[config.mk]
export PLATFORM = sky130hd
export DESIGN_NAME = cdvw_cell
export DESIGN_NICKNAME = d
export VERILOG_FILES = /design/src/design/cdvw_pkg.sv /design/src/design/cdvw_cell.sv
export SDC_FILE = /design/constraint.sdc
export NUM_CORES = 1
export LEC_CHECK = 0
export BUFFER_PORTS_ARGS = -buffer_cell sky130_fd_sc_hd__buf_2
export CAP_MARGIN = 20
export CORE_ASPECT_RATIO = 1.25
export CORE_MARGIN = 4
export CORE_UTILIZATION = 30
export CTS_BUF_LIST = sky130_fd_sc_hd__clkbuf_8
export DETAILED_ROUTE_END_ITERATION = 10
export PLACE_DENSITY_LB_ADDON = 0.12
export SYNTH_ARGS = -nofsm -noshare
export SYNTH_HDL_FRONTEND = slang
export SYNTH_SLANG_ARGS = --single-unit
[constraint.sdc]
create_clock -name clk -period 21.8 [get_ports clk]
set_clock_uncertainty 0.1 [all_clocks]
set_input_delay 2.18 -clock clk [delete_from_list [all_inputs] [get_ports clk]]
set_output_delay 2.18 -clock clk [all_outputs]
set_load 0.05 [all_outputs]
[src/design/cdvw_pkg.sv]
// Package for the valid-window 2D convolution core: shared types, field widths,
// register indexes and command codes. No dependencies.
`timescale 1ns / 1ps

package cdvw_pkg;

  localparam int SAMPLE_W = 16;
  localparam int WEIGHT_W = 16;
  localparam int PROD_W   = 32;
  localparam int SUM_W    = 40;
  localparam int ROW_W    = 16;
  localparam int OCOL_W   = 10;
  localparam int IMG_W_W  = 11;
  localparam int IMG_H_W  = 16;
  localparam int CFG_AW   = 4;
  localparam int CFG_DW   = 32;

  typedef logic signed [SAMPLE_W-1:0] sample_t;
  typedef logic signed [WEIGHT_W-1:0] weight_t;
  typedef logic signed [PROD_W-1:0]   prod_t;
  typedef logic signed [SUM_W-1:0]    sum_t;

  // Register indexes, taken from paddr[3:2].
  localparam logic [1:0] REG_IMAGE_WIDTH  = 2'd0;
  localparam logic [1:0] REG_IMAGE_HEIGHT = 2'd1;
  localparam logic [1:0] REG_FLIP_KERNEL  = 2'd2;

  localparam logic [IMG_W_W-1:0] IMAGE_WIDTH_RST  = 11'd1024;
  localparam logic [IMG_H_W-1:0] IMAGE_HEIGHT_RST = 16'd1024;
  localparam logic               FLIP_KERNEL_RST  = 1'b1;

  // Request kinds carried in in_tuser.
  localparam logic CMD_WEIGHT = 1'b0;
  localparam logic CMD_SAMPLE = 1'b1;

  // Controls shared by every window cell.
  typedef struct packed {
    logic shift;
    logic flip;
  } cell_ctl_t;

  // Position and frame marker that travel beside a sum.
  typedef struct packed {
    logic              last;
    logic [OCOL_W-1:0] col;
    logic [ROW_W-1:0]  row;
  } meta_t;

endpackage

[src/design/cdvw_cell.sv]
// One window cell of the convolution core: holds one window sample, passes it
// to its left neighbor on every shift and forms its registered tap product. Uses cdvw_pkg.
`timescale 1ns / 1ps

module cdvw_cell (
  input  logic                clk,
  input  logic                rst_n,
  input  cdvw_pkg::cell_ctl_t ctl,
  input  cdvw_pkg::sample_t   shift_in,
  input  cdvw_pkg::weight_t   weight_fwd,
  input  cdvw_pkg::weight_t   weight_flip,
  output cdvw_pkg::sample_t   win_out,
  output cdvw_pkg::prod_t     prod_out
);

  cdvw_pkg::sample_t win_r;
  cdvw_pkg::prod_t   prod_r;
  cdvw_pkg::weight_t wsel;

  assign wsel = ctl.flip ? weight_flip : weight_fwd;

  always_ff @(posedge clk) begin
    if (!rst_n) begin
      win_r <= '0;
    end else if (ctl.shift) begin
      win_r <= shift_in;
    end
  end

  always_ff @(posedge clk) begin
    prod_r <= cdvw_pkg::prod_t'(win_r) * cdvw_pkg::prod_t'(wsel);
  end

  assign win_out  = win_r;
  assign prod_out = prod_r;

endmodule

# == Word level (Yosys, flattened, before mapping) ==
# Index checks and enable logic that the tools add are counted.
# totals
reg_bits,48
wordCells,4
output_inout_bits,48
input_bits,52
# classes
muxes,1
mul,1
# ops
cell,n
multiplier 16 x 16 -> 32 bit,1
two-way mux 16 bit,1

# == Logic depth before layout (Yosys ltp) ==
# logic_depth
depth_word,2
ltp_mapped,26
mapped_depth_nobuf,22

# == Least setup slack after synthesis ==
# OpenSTA, ideal clock, no wires.
# synth_timing
kind,input to register
start,in ctl[0] in the netlist's numbering
end,"reg prod_r[29], in the netlist prod_out[29]"
setup_time_ns,0.120
required_time_ns,21.580
stages,23
setup_slack_ns,12.680
n_path_buf,3
t_arrival_ns,8.901
path_cell_list,clkbuf_1 buf_1 mux2_2 clkbuf_1 nand2_1 inv_1 fa_1 fa_1 fa_1 fa_1 fa_1 inv_1 fa_1 inv_1 ha_1 a21o_1 a21o_1 a21o_1 a21o_1 a221oi_1 o21bai_1 a221o_1 xor2_1
# synth_via
elab_chain_len,2
# synth_rtl
element,line_no,rtl
start: declaration,cdvw_cell.sv:8,"input cdvw_pkg::cell_ctl_t ctl,"
two-way mux 16 bit,cdvw_cell.sv:20,assign wsel = ctl.flip ? weight_flip : weight_fwd;
multiplier 16 x 16 -> 32 bit,cdvw_cell.sv:31,prod_r <= cdvw_pkg::prod_t'(win_r) * cdvw_pkg::prod_t'(wsel);
end signal: assignment,cdvw_cell.sv:31,
end: declaration,cdvw_cell.sv:17,cdvw_pkg::prod_t prod_r;
# Every way passes these cells.
# A chain may end at the register's enable or synchronous reset.

# == Worst setup path in the final report ==
# Same ends and word-level chain as after synthesis.

==> impl_metrics.tcl <==
set metrics [dict create \
    outcome "complete, no violations" \
    tritoncts "yes" \
    cts_resized 0 \
    synth_top_flop_cell "dfxtp_1" \
    timing.setup.critical_path_class "input pin to flop" \
    fillCellCount 3987 \
    fmaxAchievable_mhz 114 \
    cellLeakagePower_uw 0.00643 \
    antenna-diode-count 0 \
    share_of_synthesized_registers_carrying_an_async_set_or_reset 0 \
    synthToLayoutAreaGrowth_pct 9.70 \
    post_cts_buffers 0 \
    power_switching_uw 834 \
    dp_hpwl_um 25200 \
    detail_route.iter0.violations 263 \
    tritoncts.num_buffers 5 \
    die_w_um 182 \
    most_common_cell_type_on_the_critical_path "fa_1" \
    finalSetupViolations 0 \
    cts.path.max_buffers 2 \
    antenna_violations_before_repair 0 \
    worst_slew_pin_slew_ps 955 \
    synth-compound-area-share 0.0453 \
    routed_wl_um 29800 \
    footprint_of_the_multi_input_gates_um2 9120 \
    setup_total_negative_slack_ps 0 \
    clockPowerShare 0.042 \
    netlist-cell-type-count 51 \
    die_area_um2 40900 \
    synth_top_family_by_area "adder cells" \
    ir_drop_mv 0.0859 \
    final.min_clock_period_ps 8770 \
    synth-simple-area-share 0.147 \
    total_number_of_nets_in_the_final_design 1655 \
    die_height_um 225 \
    final_layout_size_suffix_gt1_frac 0.106 \
    buffer_ports.inserted 99 \
    drcViolationCount 0 \
    final_cell_count_no_fill 1746 \
    layout.cells.most_common "inv_1" \
    place_inst 1738 \
    synth_xor_xnor_area_share 0.0286 \
    combinationalPowerShare 0.859 \
    maximum_cell_stage_delay_along_the_critical_path_ps 850 \
    ant_nets 0 \
    power_frac_seq 0.099 \
    first_pass_grt_wire_length_um 47900 \
    max_slew_margin 0.363 \
    worst_setup_hold_path_clk_slew_ps 110 \
    synth_area_per_cell_um2 9.54 \
    arrival_ps 8910 \
    insertion_delay_ps 340 \
    initial_core_util 0.304 \
    fp-row-count 79 \
    synth_fp_nets 1582 \
    ff_latch_area_um2 961 \
    yosys.area_share.adder 0.554 \
    routed-via-count 7878 \
    netlist_instances 1186 \
    synth_seq_area_share 0.0849 \
    postSynthRegisterBits 48 \
    ioPinCount 100 \
    first_global_vias 8926 \
    clock_sink_count 48 \
    swShare 0.557 \
    timing.critical_path.cells "buf_2 > mux2_2 > nand2_1 > inv_1 > fa_1 > fa_1 > fa_1 > fa_1 > fa_1 > inv_1 > fa_1 > inv_1 > ha_1 > a21o_1 > a21o_1 > a21o_1 > a21o_1 > a221oi_1 > o21bai_1 > a221o_1 > xor2_1" \
    cts_root_buffer "clkbuf_8" \
    grt_max_degree 19 \
    cts.htree.levels 2 \
    critPathLaunchType "input pin" \
    ys_warn_count 0 \
    worst_path_max_delay_cell "fa_1" \
    grt_setup_unrepaired "false" \
    place_congestion 0.814 \
    report.final.hold_viol_count 0 \
    global_route.overflow_total 0 \
    vias_per_cell 4.51 \
    placeableCoreArea_um2 37300 \
    synth_mux_area_frac 0.0303 \
    p_int_uw 665 \
    cp_data_required_time_ps 21950 \
    power-per-cell-area_nw_per_um2 121 \
    post_cts_hold_buffer_count 0 \
    timing.hold.worst.class "flop to flop" \
    grt_use_total 0.151 \
    cp_max_fo 16 \
    drv.max_cap_violation_count 0 \
    netlist_area_um2 11300 \
    drt_first_pass_iters 5 \
    timing_max_transition_violations_final 0 \
    number_of_flops_mapped_to_enable_cells_by_yosys 0 \
    layout_common_cells "289 x inv_1, 262 x fa_1, 117 x nand2_1" \
    wl_per_cell_um 17.1 \
    critical_path.endpoint_type "flop" \
    period_share 0.402 \
]
[Yosys cell counts (14+ instances only)]
| master | count | share of area |
|---|---|---|
| inv_1 | 289 | 0.096 |
| fa_1 | 262 | 0.46 |
| nand2_1 | 117 | 0.039 |
| nor2b_1 | 85 | 0.047 |
| ha_1 | 82 | 0.091 |
| and2_1 | 56 | 0.031 |
| dfxtp_1 | 48 | 0.085 |
| clkbuf_1 | 37 | 0.012 |
| nor2_1 | 29 | 0.0096 |
| xnor2_1 | 26 | 0.020 |
| mux2i_1 | 23 | 0.020 |
| a21o_1 | 19 | 0.013 |
| a21oi_1 | 17 | 0.0075 |
| nand2b_1 | 14 | 0.0077 |
[layer usage]
layer / share of wire / vias up / track usage
met5: 0 / - / 0
met4: 0.013 / 0 / 0.0305
met2: 0.59 / 88 / 0.305
met1: 0.37 / 4139 / 0.169
li1: - / 3638 / -
met3: 0.024 / 13 / 0.0142
[area by class of cell]
type | count | area share
Multi-Input combinational cell | 809 | 0.735
Inverter | 289 | 0.0874
Sequential cell | 48 | 0.0774
Tap cell | 486 | 0.0490
Timing Repair Buffer | 106 | 0.0441
Clock buffer | 5 | 0.00554
Clock inverter | 3 | 0.00202
[critical path, delay by kind of cell]
kind	cells	cell delay [ps]
buffers and inverters	4	550
AOI/OAI and AO/OA	7	1510
muxes	1	530
xor gates and xnor gates	1	140
adders and majority gates	7	3840
and+or+nand+nor	1	170
[final timing paths]
| check | start | to | slack, ps | cells after the start |
|---|---|---|---|---|
| min | win_out[15] | win_out[15] | 640 | 3 |
| max | ctl[0] | prod_out[29] | 13030 | 21 |
| max reg2reg | win_out[8] | prod_out[22] | 14970 | 20 |
| min reg2reg | win_out[15] | win_out[15] | 640 | 3 |
[kinds of logic (layout without fill, tap and decap cells)]
family                   count (synthesis)  after routing
AO/OA/AOI/OAI                           70             70
XOR/XNOR                                37             37
adder cells (fa/ha/maj)                344            344
buffers and inverters                  329            403
flip-flops                              48             48
multiplexers                            33             33
AND/OR/NAND/NOR                        325            325
[power by group through the flow]
stage	Clock, uW	Combinational (uW)	Sequential, uW
finish	62.9	1290	149
global route	70.8	1460	153
CTS	69.6	1330	151
detailed placement	0	1330	153
global placement	0	1320	153
floorplan	0	897	246
[registers in the layout (all words and copies together) (netlist names)]
register / count
win_out: 16
prod_out: 32
[through the flow]
step / area, um^2 / utilization / total power, uW / setup WS, ps / hold WS, ps
finish: 12400 / 0.333 / 1500 / 13030 / 643
global route: 12400 / 0.333 / 1690 / 12720 / 662
floorplan: 11300 / - / 1140 / 12680 / 665
detailed placement: 12300 / 0.331 / 1480 / 12610 / 635
global placement: 12300 / 0.331 / 1480 / 12690 / 629
CTS: 12400 / 0.333 / 1550 / 13000 / 650
Note: power is estimated with default switching activity, not from simulation.
