`config.mk`:
```
export PLATFORM = sky130hd
export DESIGN_NAME = cdvw_sum
export DESIGN_NICKNAME = d
export VERILOG_FILES = /design/src/design/cdvw_pkg.sv /design/src/design/cdvw_sum.sv
export SDC_FILE = /design/constraint.sdc
export NUM_CORES = 1
export LEC_CHECK = 0
export BUFFER_PORTS_ARGS = -buffer_cell sky130_fd_sc_hd__buf_2
export CORE_ASPECT_RATIO = 0.6
export CORE_MARGIN = 5
export CORE_UTILIZATION = 45
export CTS_BUF_LIST = sky130_fd_sc_hd__clkbuf_4 sky130_fd_sc_hd__clkbuf_8
export CTS_CLUSTER_DIAMETER = 30
export DETAILED_ROUTE_END_ITERATION = 7
export GPL_TIMING_DRIVEN = 0
export PLACE_DENSITY = 0.74
export SLEW_MARGIN = 20
export SYNTH_ARGS = -nofsm -noshare
export SYNTH_HDL_FRONTEND = slang
export SYNTH_SLANG_ARGS = --single-unit
```
`constraint.sdc`:
```
create_clock -name clk -period 6.5 [get_ports clk]
set_input_delay 1.3 -clock clk [delete_from_list [all_inputs] [get_ports clk]]
set_output_delay 1.3 -clock clk [all_outputs]
set_load 0.02 [all_outputs]
```
`src/design/cdvw_pkg.sv`:
```
// Package for the valid-window 2D convolution core: shared types, field widths,
// register indexes and command codes. No dependencies.
`timescale 1ns / 1ps

package cdvw_pkg;

  localparam int SAMPLE_W = 16;
  localparam int WEIGHT_W = 16;
  localparam int PROD_W   = 32;
  localparam int SUM_W    = 40;
  localparam int ROW_W    = 16;
  localparam int OCOL_W   = 10;
  localparam int IMG_W_W  = 11;
  localparam int IMG_H_W  = 16;
  localparam int CFG_AW   = 4;
  localparam int CFG_DW   = 32;

  typedef logic signed [SAMPLE_W-1:0] sample_t;
  typedef logic signed [WEIGHT_W-1:0] weight_t;
  typedef logic signed [PROD_W-1:0]   prod_t;
  typedef logic signed [SUM_W-1:0]    sum_t;

  // Register indexes, taken from paddr[3:2].
  localparam logic [1:0] REG_IMAGE_WIDTH  = 2'd0;
  localparam logic [1:0] REG_IMAGE_HEIGHT = 2'd1;
  localparam logic [1:0] REG_FLIP_KERNEL  = 2'd2;

  localparam logic [IMG_W_W-1:0] IMAGE_WIDTH_RST  = 11'd1024;
  localparam logic [IMG_H_W-1:0] IMAGE_HEIGHT_RST = 16'd1024;
  localparam logic               FLIP_KERNEL_RST  = 1'b1;

  // Request kinds carried in in_tuser.
  localparam logic CMD_WEIGHT = 1'b0;
  localparam logic CMD_SAMPLE = 1'b1;

  // Controls shared by every window cell.
  typedef struct packed {
    logic shift;
    logic flip;
  } cell_ctl_t;

  // Position and frame marker that travel beside a sum.
  typedef struct packed {
    logic              last;
    logic [OCOL_W-1:0] col;
    logic [ROW_W-1:0]  row;
  } meta_t;

endpackage

```
`src/design/cdvw_sum.sv`:
```
// Registered pairwise adder tree that sums the tap products of the window
// cells into one full-precision result. Uses cdvw_pkg.
`timescale 1ns / 1ps

module cdvw_sum #(
  parameter int N = 9
) (
  input  logic              clk,
  input  cdvw_pkg::prod_t   leaf [N],
  output cdvw_pkg::sum_t    root
);

  localparam int LV = (N > 1) ? $clog2(N) : 0;
  localparam int P  = 1 << LV;

  cdvw_pkg::sum_t leaf_ext [P];

  genvar i;
  generate
    for (i = 0; i < P; i++) begin : g_leaf
      if (i < N) begin : g_used
        assign leaf_ext[i] = cdvw_pkg::sum_t'(leaf[i]);
      end else begin : g_pad
        assign leaf_ext[i] = '0;
      end
    end

    if (LV == 0) begin : g_single
      assign root = leaf_ext[0];
    end else begin : g_tree
      // Heap order: node j adds nodes 2j and 2j+1; indexes at or past P are leaves.
      cdvw_pkg::sum_t node_r [1:P-1];

      always_ff @(posedge clk) begin
        for (int j = 1; j < P; j++) begin
          if (2 * j >= P) begin
            node_r[j] <= leaf_ext[2*j-P] + leaf_ext[2*j+1-P];
          end else begin
            node_r[j] <= node_r[2*j] + node_r[2*j+1];
          end
        end
      end

      assign root = node_r[1];
    end
  endgenerate

endmodule

```
# [Word level (Yosys, flattened, before mapping)]
# Memory sizes are Yosys's and may differ from the RTL's.
# Cells that the tools add are included.
[totals] output_inout_bits=40 register_bits=0 latchBits=0 rom_bits=0 memories=1 ram_bits=600 word_cells=12
[classes] reduce_logical=0 multipliers=0 add_sub_neg=11 bitwise=0 shifts=0 magnitude_cmp=0 n_eq_ne=0 div_mod_pow=0 n_mux=0
[mem_list] memory="g_tree.node_r" depth=15 width=40 read_ports=15 rd_ports_with_merged_regs=0 wr=15 line="cdvw_sum.sv:32" text="cdvw_pkg::sum_t node_r [1:P-1];"
[ops] op="$add A40 B40 Y40" count=7
[ops] op="$add A32 B32 Y33" count=4

# [Longest topological paths before layout]
# Gate-level depths: netlist of the first run.
# An unclocked memory read counts as a cell.
[depth] depth_word=2 depth_mapped=11 mapped_depth_nobuf=11

# [Least setup slack after synthesis of the first run]
# No wires, ideal clock.
[synth_path] kind="input port to flip-flop" start="in leaf[96] (netlist bit)" end="mem g_tree.node_r[10][22] (netlist bit)" path_buffers=0 setup_ns=0.064 setup_slack_ns=2.638 required_ns=6.436 cell_stages=10 arrival_ns=3.798 cell_sequence="ha_1 -> fa_1 -> a21oi_1 -> o31ai_2 -> a31oi_4 -> o22ai_2 -> a311o_1 -> a221oi_4 -> or4b_1 -> nand4_1"
[synth_rtl] element="from (decl)" line="cdvw_sum.sv:9" text="input cdvw_pkg::prod_t leaf [N],"
[synth_rtl] element="to (decl)" line="cdvw_sum.sv:32"

==> flow_summary.yaml, run 1 <==
final_layout:
  reg_top3: "g_tree.node_r: 388 flops"
  area_growth_pct: 17.5
  final_cell_mix: "dfxtp_1, buf_2, ha_1"
  nets: 3345
  largest_reg_flops: 388
  final_common_cell: "dfxtp_1"
  layout-drive-gt1-share: 0.166
  top_register: "g_tree.node_r"
  num-fill-cells: 4383
global_route:
  grt_util_all_layers: 0.215
  first_global_vias: 18600
  grt_pass1_wl_um: 95600
  grt_max_degree: 18
  grt_overflow: 0
  antenna_found_initial: 1
floorplan:
  die_width_um: 295
  core_region_area_mm2: 0.0479
  initial_core_util: 0.456
  rows: 62
  die_h_um: 181
  dieArea_mm2: 0.0533
  num_io_pins: 329
logic_synthesis:
  synth_edf_count: 0
  synth-async-reset-ratio: 0
  ys_seq_area_frac: 0.355
  synth_top_family_by_area: "compound AO/OA/AOI/OAI gates"
  synth-simple-area-share: 0.118
  ys.flop_type: "dfxtp_1"
  avgSynthCellArea_um2: 9.17
  netlist_area_mm2: 0.0219
  muxShareOfSynthArea: 0.000457
  synth_xor_area_frac: 0.0941
  yosysWarnings: 0
  synth_fa_ha_area_frac: 0.163
  ys_seq_elements: 388
  synth_compound_area_frac: 0.248
  synth_nets: 2955
  syn_inst: 2386
  synth.distinct_cells: 71
sta:
  setup_violations: 0
  tightest_slew_ns: 0.938
  slew_viol_final: 0
  fin_tns_setup_ns: 0
  relSlewSlack: 0.368
  fin_skew_ns: 0.0644
  hold_viol: 0
  grt_setup_unrepaired: "no"
  fin_crit_sh: 0.605
  max_freq_mhz: 254
  fin_crit_ns: 3.93
critical_path:
  crit_path_end_kind: "flop"
  crit_fanout: 3
  start_kind: "primary input"
  cp.required_ns: 6.96
  rr_worst_depth: 11
  arrival_ns: 4.40
  critPathKind: "in -> reg"
placement:
  gp_congestion: 0.909
  hpwl_um: 49100
  port-buffer-count: 328
routing:
  wire_per_inst_um: 17.2
  vias: 19000
  drt_iter0_markers: 1226
  met2_length_um: 24300
  met3WireLength_um: 4040
  drt-total-wl_um: 59600
  detail_route.first_pass.iterations: 5
  route.detailed.drc: 0
  top_layer: "met4"
  drtAntennaViolNets: 0
  drt-met1-wl_um: 30400
  avgViaCountPerCell: 5.49
pwr:
  vdd_drop_max_mv: 0.191
  pwr-share-seq: 0.299
  p_sw_mw: 4.94
  p_clk_frac: 0.187
  power_mw: 11.9
  total_leakage_power_nw: 12.1
  power_density_mw_per_mm2: 463
  pwr-share-comb: 0.514
  switching_share: 0.415
  internal_power_mw: 6.96
clock_tree:
  cts.sinks: 388
  root_buffer: "clkbuf_8"
  insertion_delay_ns: 0.64
  cts_buffers: 60
  postCtsSetupBuffers: 0
  hold_buffers: 0
  clkTransAtPathRegs_ns: 0.06
  max-clock-path-buffers: 3
  cts_tree: "done"
  cts_resized: 0
  htreeDepth: 2
outcome:
  status: "finished, final reports clean"
hold_path:
  holdPathStages: 0
  hold_path_class: "reg -> reg"
job:
  maxCapViolations: 0
==> through the flow <==
| stage | std cells | cell area, µm² | util | setup WS, ns | hold WS, ns |
|---|---|---|---|---|---|
| 2_1_floorplan | 2386 | 21900 | - | 2.64 | 0.310 |
| 3_3_place_gp | 3354 | 24300 | 0.507 | 1.89 | 0.313 |
| 3_5_place_dp | 3354 | 24300 | 0.507 | 2.04 | 0.312 |
| 4_1_cts | 3464 | 25700 | 0.536 | 2.69 | 0.328 |
| 5_1_grt | 3465 | 25700 | 0.536 | 2.54 | 0.330 |
| 6_report | 3465 | 25700 | 0.536 | 2.57 | 0.326 |
==> critical path, cell delays in order <==
cell       delay [ns]
buf_2            0.08
ha_1             0.18
fa_1             0.22
a21o_1           0.13
a21oi_1          0.11
o211ai_1         0.23
a21oi_1          0.17
a2111oi_1        0.90
o211ai_1         0.31
o2111ai_1        0.28
o211ai_1         0.15
xnor2_1          0.32
==> final timing paths <==
kind                         start                   end  slack, ns
min          g_tree.node_r[12][38]  g_tree.node_r[6][38]       0.33
min reg2reg  g_tree.node_r[12][38]  g_tree.node_r[6][38]       0.33
max                      leaf[224]  g_tree.node_r[8][30]       2.57
max reg2reg    g_tree.node_r[8][0]  g_tree.node_r[4][34]       3.00
==> layout make-up <==
| cell class | count | area, µm² | area share |
|---|---|---|---|
| Inverter | 73 | 274 | 0.0107 |
| Multi-Input combinational cell | 1869 | 13600 | 0.530 |
| Timing Repair Buffer | 328 | 1640 | 0.0639 |
| Clock inverter | 23 | 245 | 0.00954 |
| Antenna cell | 1 | 2.50 | 0.0000973 |
| Buffer | 56 | 215 | 0.00837 |
| Tap cell | 640 | 801 | 0.0311 |
| Sequential cell | 388 | 7770 | 0.302 |
| Clock buffer | 87 | 1130 | 0.0441 |
==> cells by family (layout without fill, tap and decap cells) <==
kind of cell / Yosys count / count (layout)
AO/OA/AOI/OAI: 835 / 835
XOR/XNOR: 235 / 235
adder cells (fa/ha/maj): 280 / 280
buffers and inverters: 129 / 567
flip-flops: 388 / 388
multiplexers: 1 / 1
other: 0 / 1
AND/OR/NAND/NOR: 518 / 518
==> Yosys cell counts, drive strengths merged, types with 9 or more instances <==
| cell | count | area (µm²) |
|---|---|---|
| a21o | 177 | 1330 |
| o21ai | 133 | 666 |
| nand3 | 52 | 260 |
| nor2 | 138 | 518 |
| nor2b | 35 | 219 |
| nor4 | 10 | 62.6 |
| nand4 | 38 | 238 |
| nand2 | 116 | 435 |
| a21oi | 263 | 1320 |
| xnor2 | 165 | 1450 |
| inv | 73 | 274 |
| a211o | 12 | 105 |
| o21a | 27 | 203 |
| nor3 | 33 | 165 |
| ha | 272 | 3400 |
| a221oi | 9 | 96.4 |
| o21bai | 40 | 300 |
| a31oi | 32 | 215 |
| clkbuf | 53 | 200 |
| nand2b | 21 | 131 |
| a211oi | 34 | 260 |
| and3 | 19 | 119 |
| dfxtp | 388 | 7770 |
| o31ai | 18 | 140 |
| xor2 | 70 | 613 |
| o211ai | 17 | 128 |
==> layer usage <==
layer	up-vias	track usage
li1	9562	-
met1	8764	0.333
met2	620	0.320
met3	69	0.0317
met4	0	0.0349
met5	-	0
==> power by group through the flow <==
stage	registers, mW	logic, mW	clock network (mW)
after floorplan	3.57	4.39	0
after CTS	3.56	6.06	2.30
after global placement	3.59	5.91	0
final	3.56	6.11	2.23
after global routing	3.62	6.83	2.41
after detailed placement	3.61	6.02	0
Power figures use the tool's default switching activity.
==> run 2: changes to the inputs <==
ABC_AREA = 1   (was default)
PLACE_DENSITY = 0.73   (was 0.74)
clock period = 3.8 ns   (was 6.5 ns; I/O delays follow)
==> run 2 against run 1 <==
Net effect:
- count of clock-buffer cells in the layout rose by 2
- worst setup slack got worse by 1.0 ns
- global-route usage rose by 2.3 points
- clock skew fell by 0.027 ns
- core utilization fell by 0.98 points
- cell area rose by 22%
- register-to-register slack got worse by 1.5 ns
- hold slack got worse by 0.094 ns
- combinational power rose by 100%
- first-iteration DRC count rose by 98%
- highest routed layer unchanged
==> flow_summary.yaml, run 2 <==
critical_path:
  arrival_ns: 2.74
  critPathKind: "reg -> reg"
  crit_fanout: 5
  cp.required_ns: 4.28
  start_kind: "flop"
  crit_path_end_kind: "flop"
logic_synthesis:
  yosysWarnings: 0
  synth_compound_area_frac: 0.0902
  syn_inst: 4340
  synth.distinct_cells: 33
  synth_nets: 4909
  synth_most_common_cell: "nand2_1"
  ys_seq_area_frac: 0.285
  synth_fa_ha_area_frac: 0.131
  synth_largest_area_cell: "dfxtp_1"
  yosys-top-cells-count: "nand2_1, inv_1, nor2_1, dfxtp_1, a21oi_1"
  synth_top_area_frac: 0.285
  synth-async-reset-ratio: 0
  synth_edf_count: 0
  ys.flop_type: "dfxtp_1"
  ys_seq_elements: 388
  muxShareOfSynthArea: 0
  synth_xor_area_frac: 0.0450
  avgSynthCellArea_um2: 6.28
  ys_top_cells_by_area: "dfxtp_1, nand2_1, ha_1"
  netlist_area_mm2: 0.0273
  synth_top_family_by_area: "simple AND/OR/NAND/NOR gates"
  synth-simple-area-share: 0.349
final_layout:
  reg_top3: "g_tree.node_r: 388 flops"
  final_common_cell: "nand2_1"
  num-fill-cells: 6147
  nets: 5306
  area_growth_pct: 15.0
  layout-drive-gt1-share: 0.109
  largest_reg_flops: 388
  final_cell_mix: "nand2_1, inv_1, nor2_1"
  top_register: "g_tree.node_r"
  finish.instance_area_mm2: 0.0314
  fin_cells: 5572
sta:
  max_freq_mhz: 443
  fin_tns_setup_ns: 0
  tightest_slew_ns: 0.672
  fin_crit_sh: 0.594
  fin_crit_ns: 2.26
  finalWorstSetupSlack_ns: 1.54
  hold_slack_ns: 0.232
  fin_skew_ns: 0.0379
  relSlewSlack: 0.550
  grt_setup_unrepaired: "no"
  slew_viol_final: 0
  setup_violations: 0
  hold_viol: 0
floorplan:
  core_region_area_mm2: 0.0596
  die_h_um: 201
  die_width_um: 328
  rows: 69
  num_io_pins: 329
  dieArea_mm2: 0.0658
  initial_core_util: 0.458
clock_tree:
  root_buffer: "clkbuf_8"
  cts_tree: "done"
  cts_buffers: 67
  cts_resized: 0
  clkTransAtPathRegs_ns: 0.06
  htreeDepth: 3
  cts.sinks: 388
  hold_buffers: 0
  max-clock-path-buffers: 3
  insertion_delay_ns: 0.63
  postCtsSetupBuffers: 0
job:
  maxCapViolations: 0
routing:
  wire_per_inst_um: 14.5
  drt-total-wl_um: 81000
  drtAntennaViolNets: 0
  avgViaCountPerCell: 4.96
  route.detailed.drc: 0
  detail_route.first_pass.iterations: 7
  vias: 27600
  drt_iter0_markers: 2428
global_route:
  grt_overflow: 0
  first_global_vias: 25000
  grt_pass1_wl_um: 128000
  antenna_found_initial: 2
  grt_max_degree: 11
  grt.met2_usage: 0.332
  met1_usage: 0.380
  grt_use_met3: 0.0476
  grt-busiest-layer: "met1"
  grt_util_all_layers: 0.238
placement:
  gp_congestion: 0.953
  dp_slack_ns: 1.07
  dpl_cell_area_mm2: 0.0299
  dp_cells: 5449
  port-buffer-count: 328
  hpwl_um: 69900
pwr:
  total_leakage_power_nw: 17.8
  vdd_drop_max_mv: 0.382
  power_density_mw_per_mm2: 714
outcome:
  status: "finished, final reports clean"
hold_path:
  hold_path_class: "in -> reg"
[run 2: cell type report]
class,instances,area [µm²],share of cell area
multi-input combinational,3221,16800,0.535
antenna,3,7.51,0.000239
clock buffer,89,1130,0.0361
clock inverter,31,327,0.0104
tap,781,977,0.0312
sequential,388,7770,0.248
timing repair buffer,328,1640,0.0523
inverter,731,2740,0.0875
[run 2: cells by family (layout without fill, tap and decap cells)]
group	after synthesis	in the layout
and+or+nand+nor	2333	2333
buffers and inverters	731	1179
AOI/OAI and AO/OA	468	468
DFF	388	388
adders and majority gates	280	280
xor gates and xnor gates	140	140
other	0	3
[run 2: report_power, final]
part / leakage, nW / total, mW / switching [mW] / internal [mW]
clock network: 0.735 / 4.02 / 1.75 / 2.27
logic: 13.8 / 12.3 / 8.19 / 4.14
registers: 3.27 / 6.05 / 0.618 / 5.43
total: 17.8 / 22.4 / 10.6 / 11.8
[run 2: critical path, cell delays in order (launching register included)]
cell,delay [ns]
dfxtp_1,0.40
ha_1,0.27
fa_1,0.45
nand3_1,0.12
nand3_2,0.13
nand2_1,0.09
nand2_1,0.11
nand2_1,0.11
nand3_2,0.12
nand2_1,0.12
nand2_1,0.06
nand2_1,0.06
nand2_1,0.07
[run 2: path summary, 6_finish.rpt]
kind	start	to	slack [ns]	depth (start not counted)
setup / recovery	g_tree.node_r[4][0]	g_tree.node_r[2][38]	1.54	12
hold / removal	leaf[7]	g_tree.node_r[12][7]	0.23	1
setup reg to reg	g_tree.node_r[4][0]	g_tree.node_r[2][38]	1.54	12
hold reg to reg	g_tree.node_r[12][6]	g_tree.node_r[6][6]	0.31	0
[run 2: through the flow]
stage,total power [mW],utilization
finish,22.4,0.526
global route,24.4,0.526
CTS,22.3,0.526
detailed placement,18.2,0.502
global placement,18.1,0.502
floorplan,14.7,-
[run 2: metal layers]
metal,vias to the layer above,part of all wire
met5,-,0
met4,0,0.012
met3,85,0.10
met2,1039,0.38
met1,12100,0.51
li1,14400,-
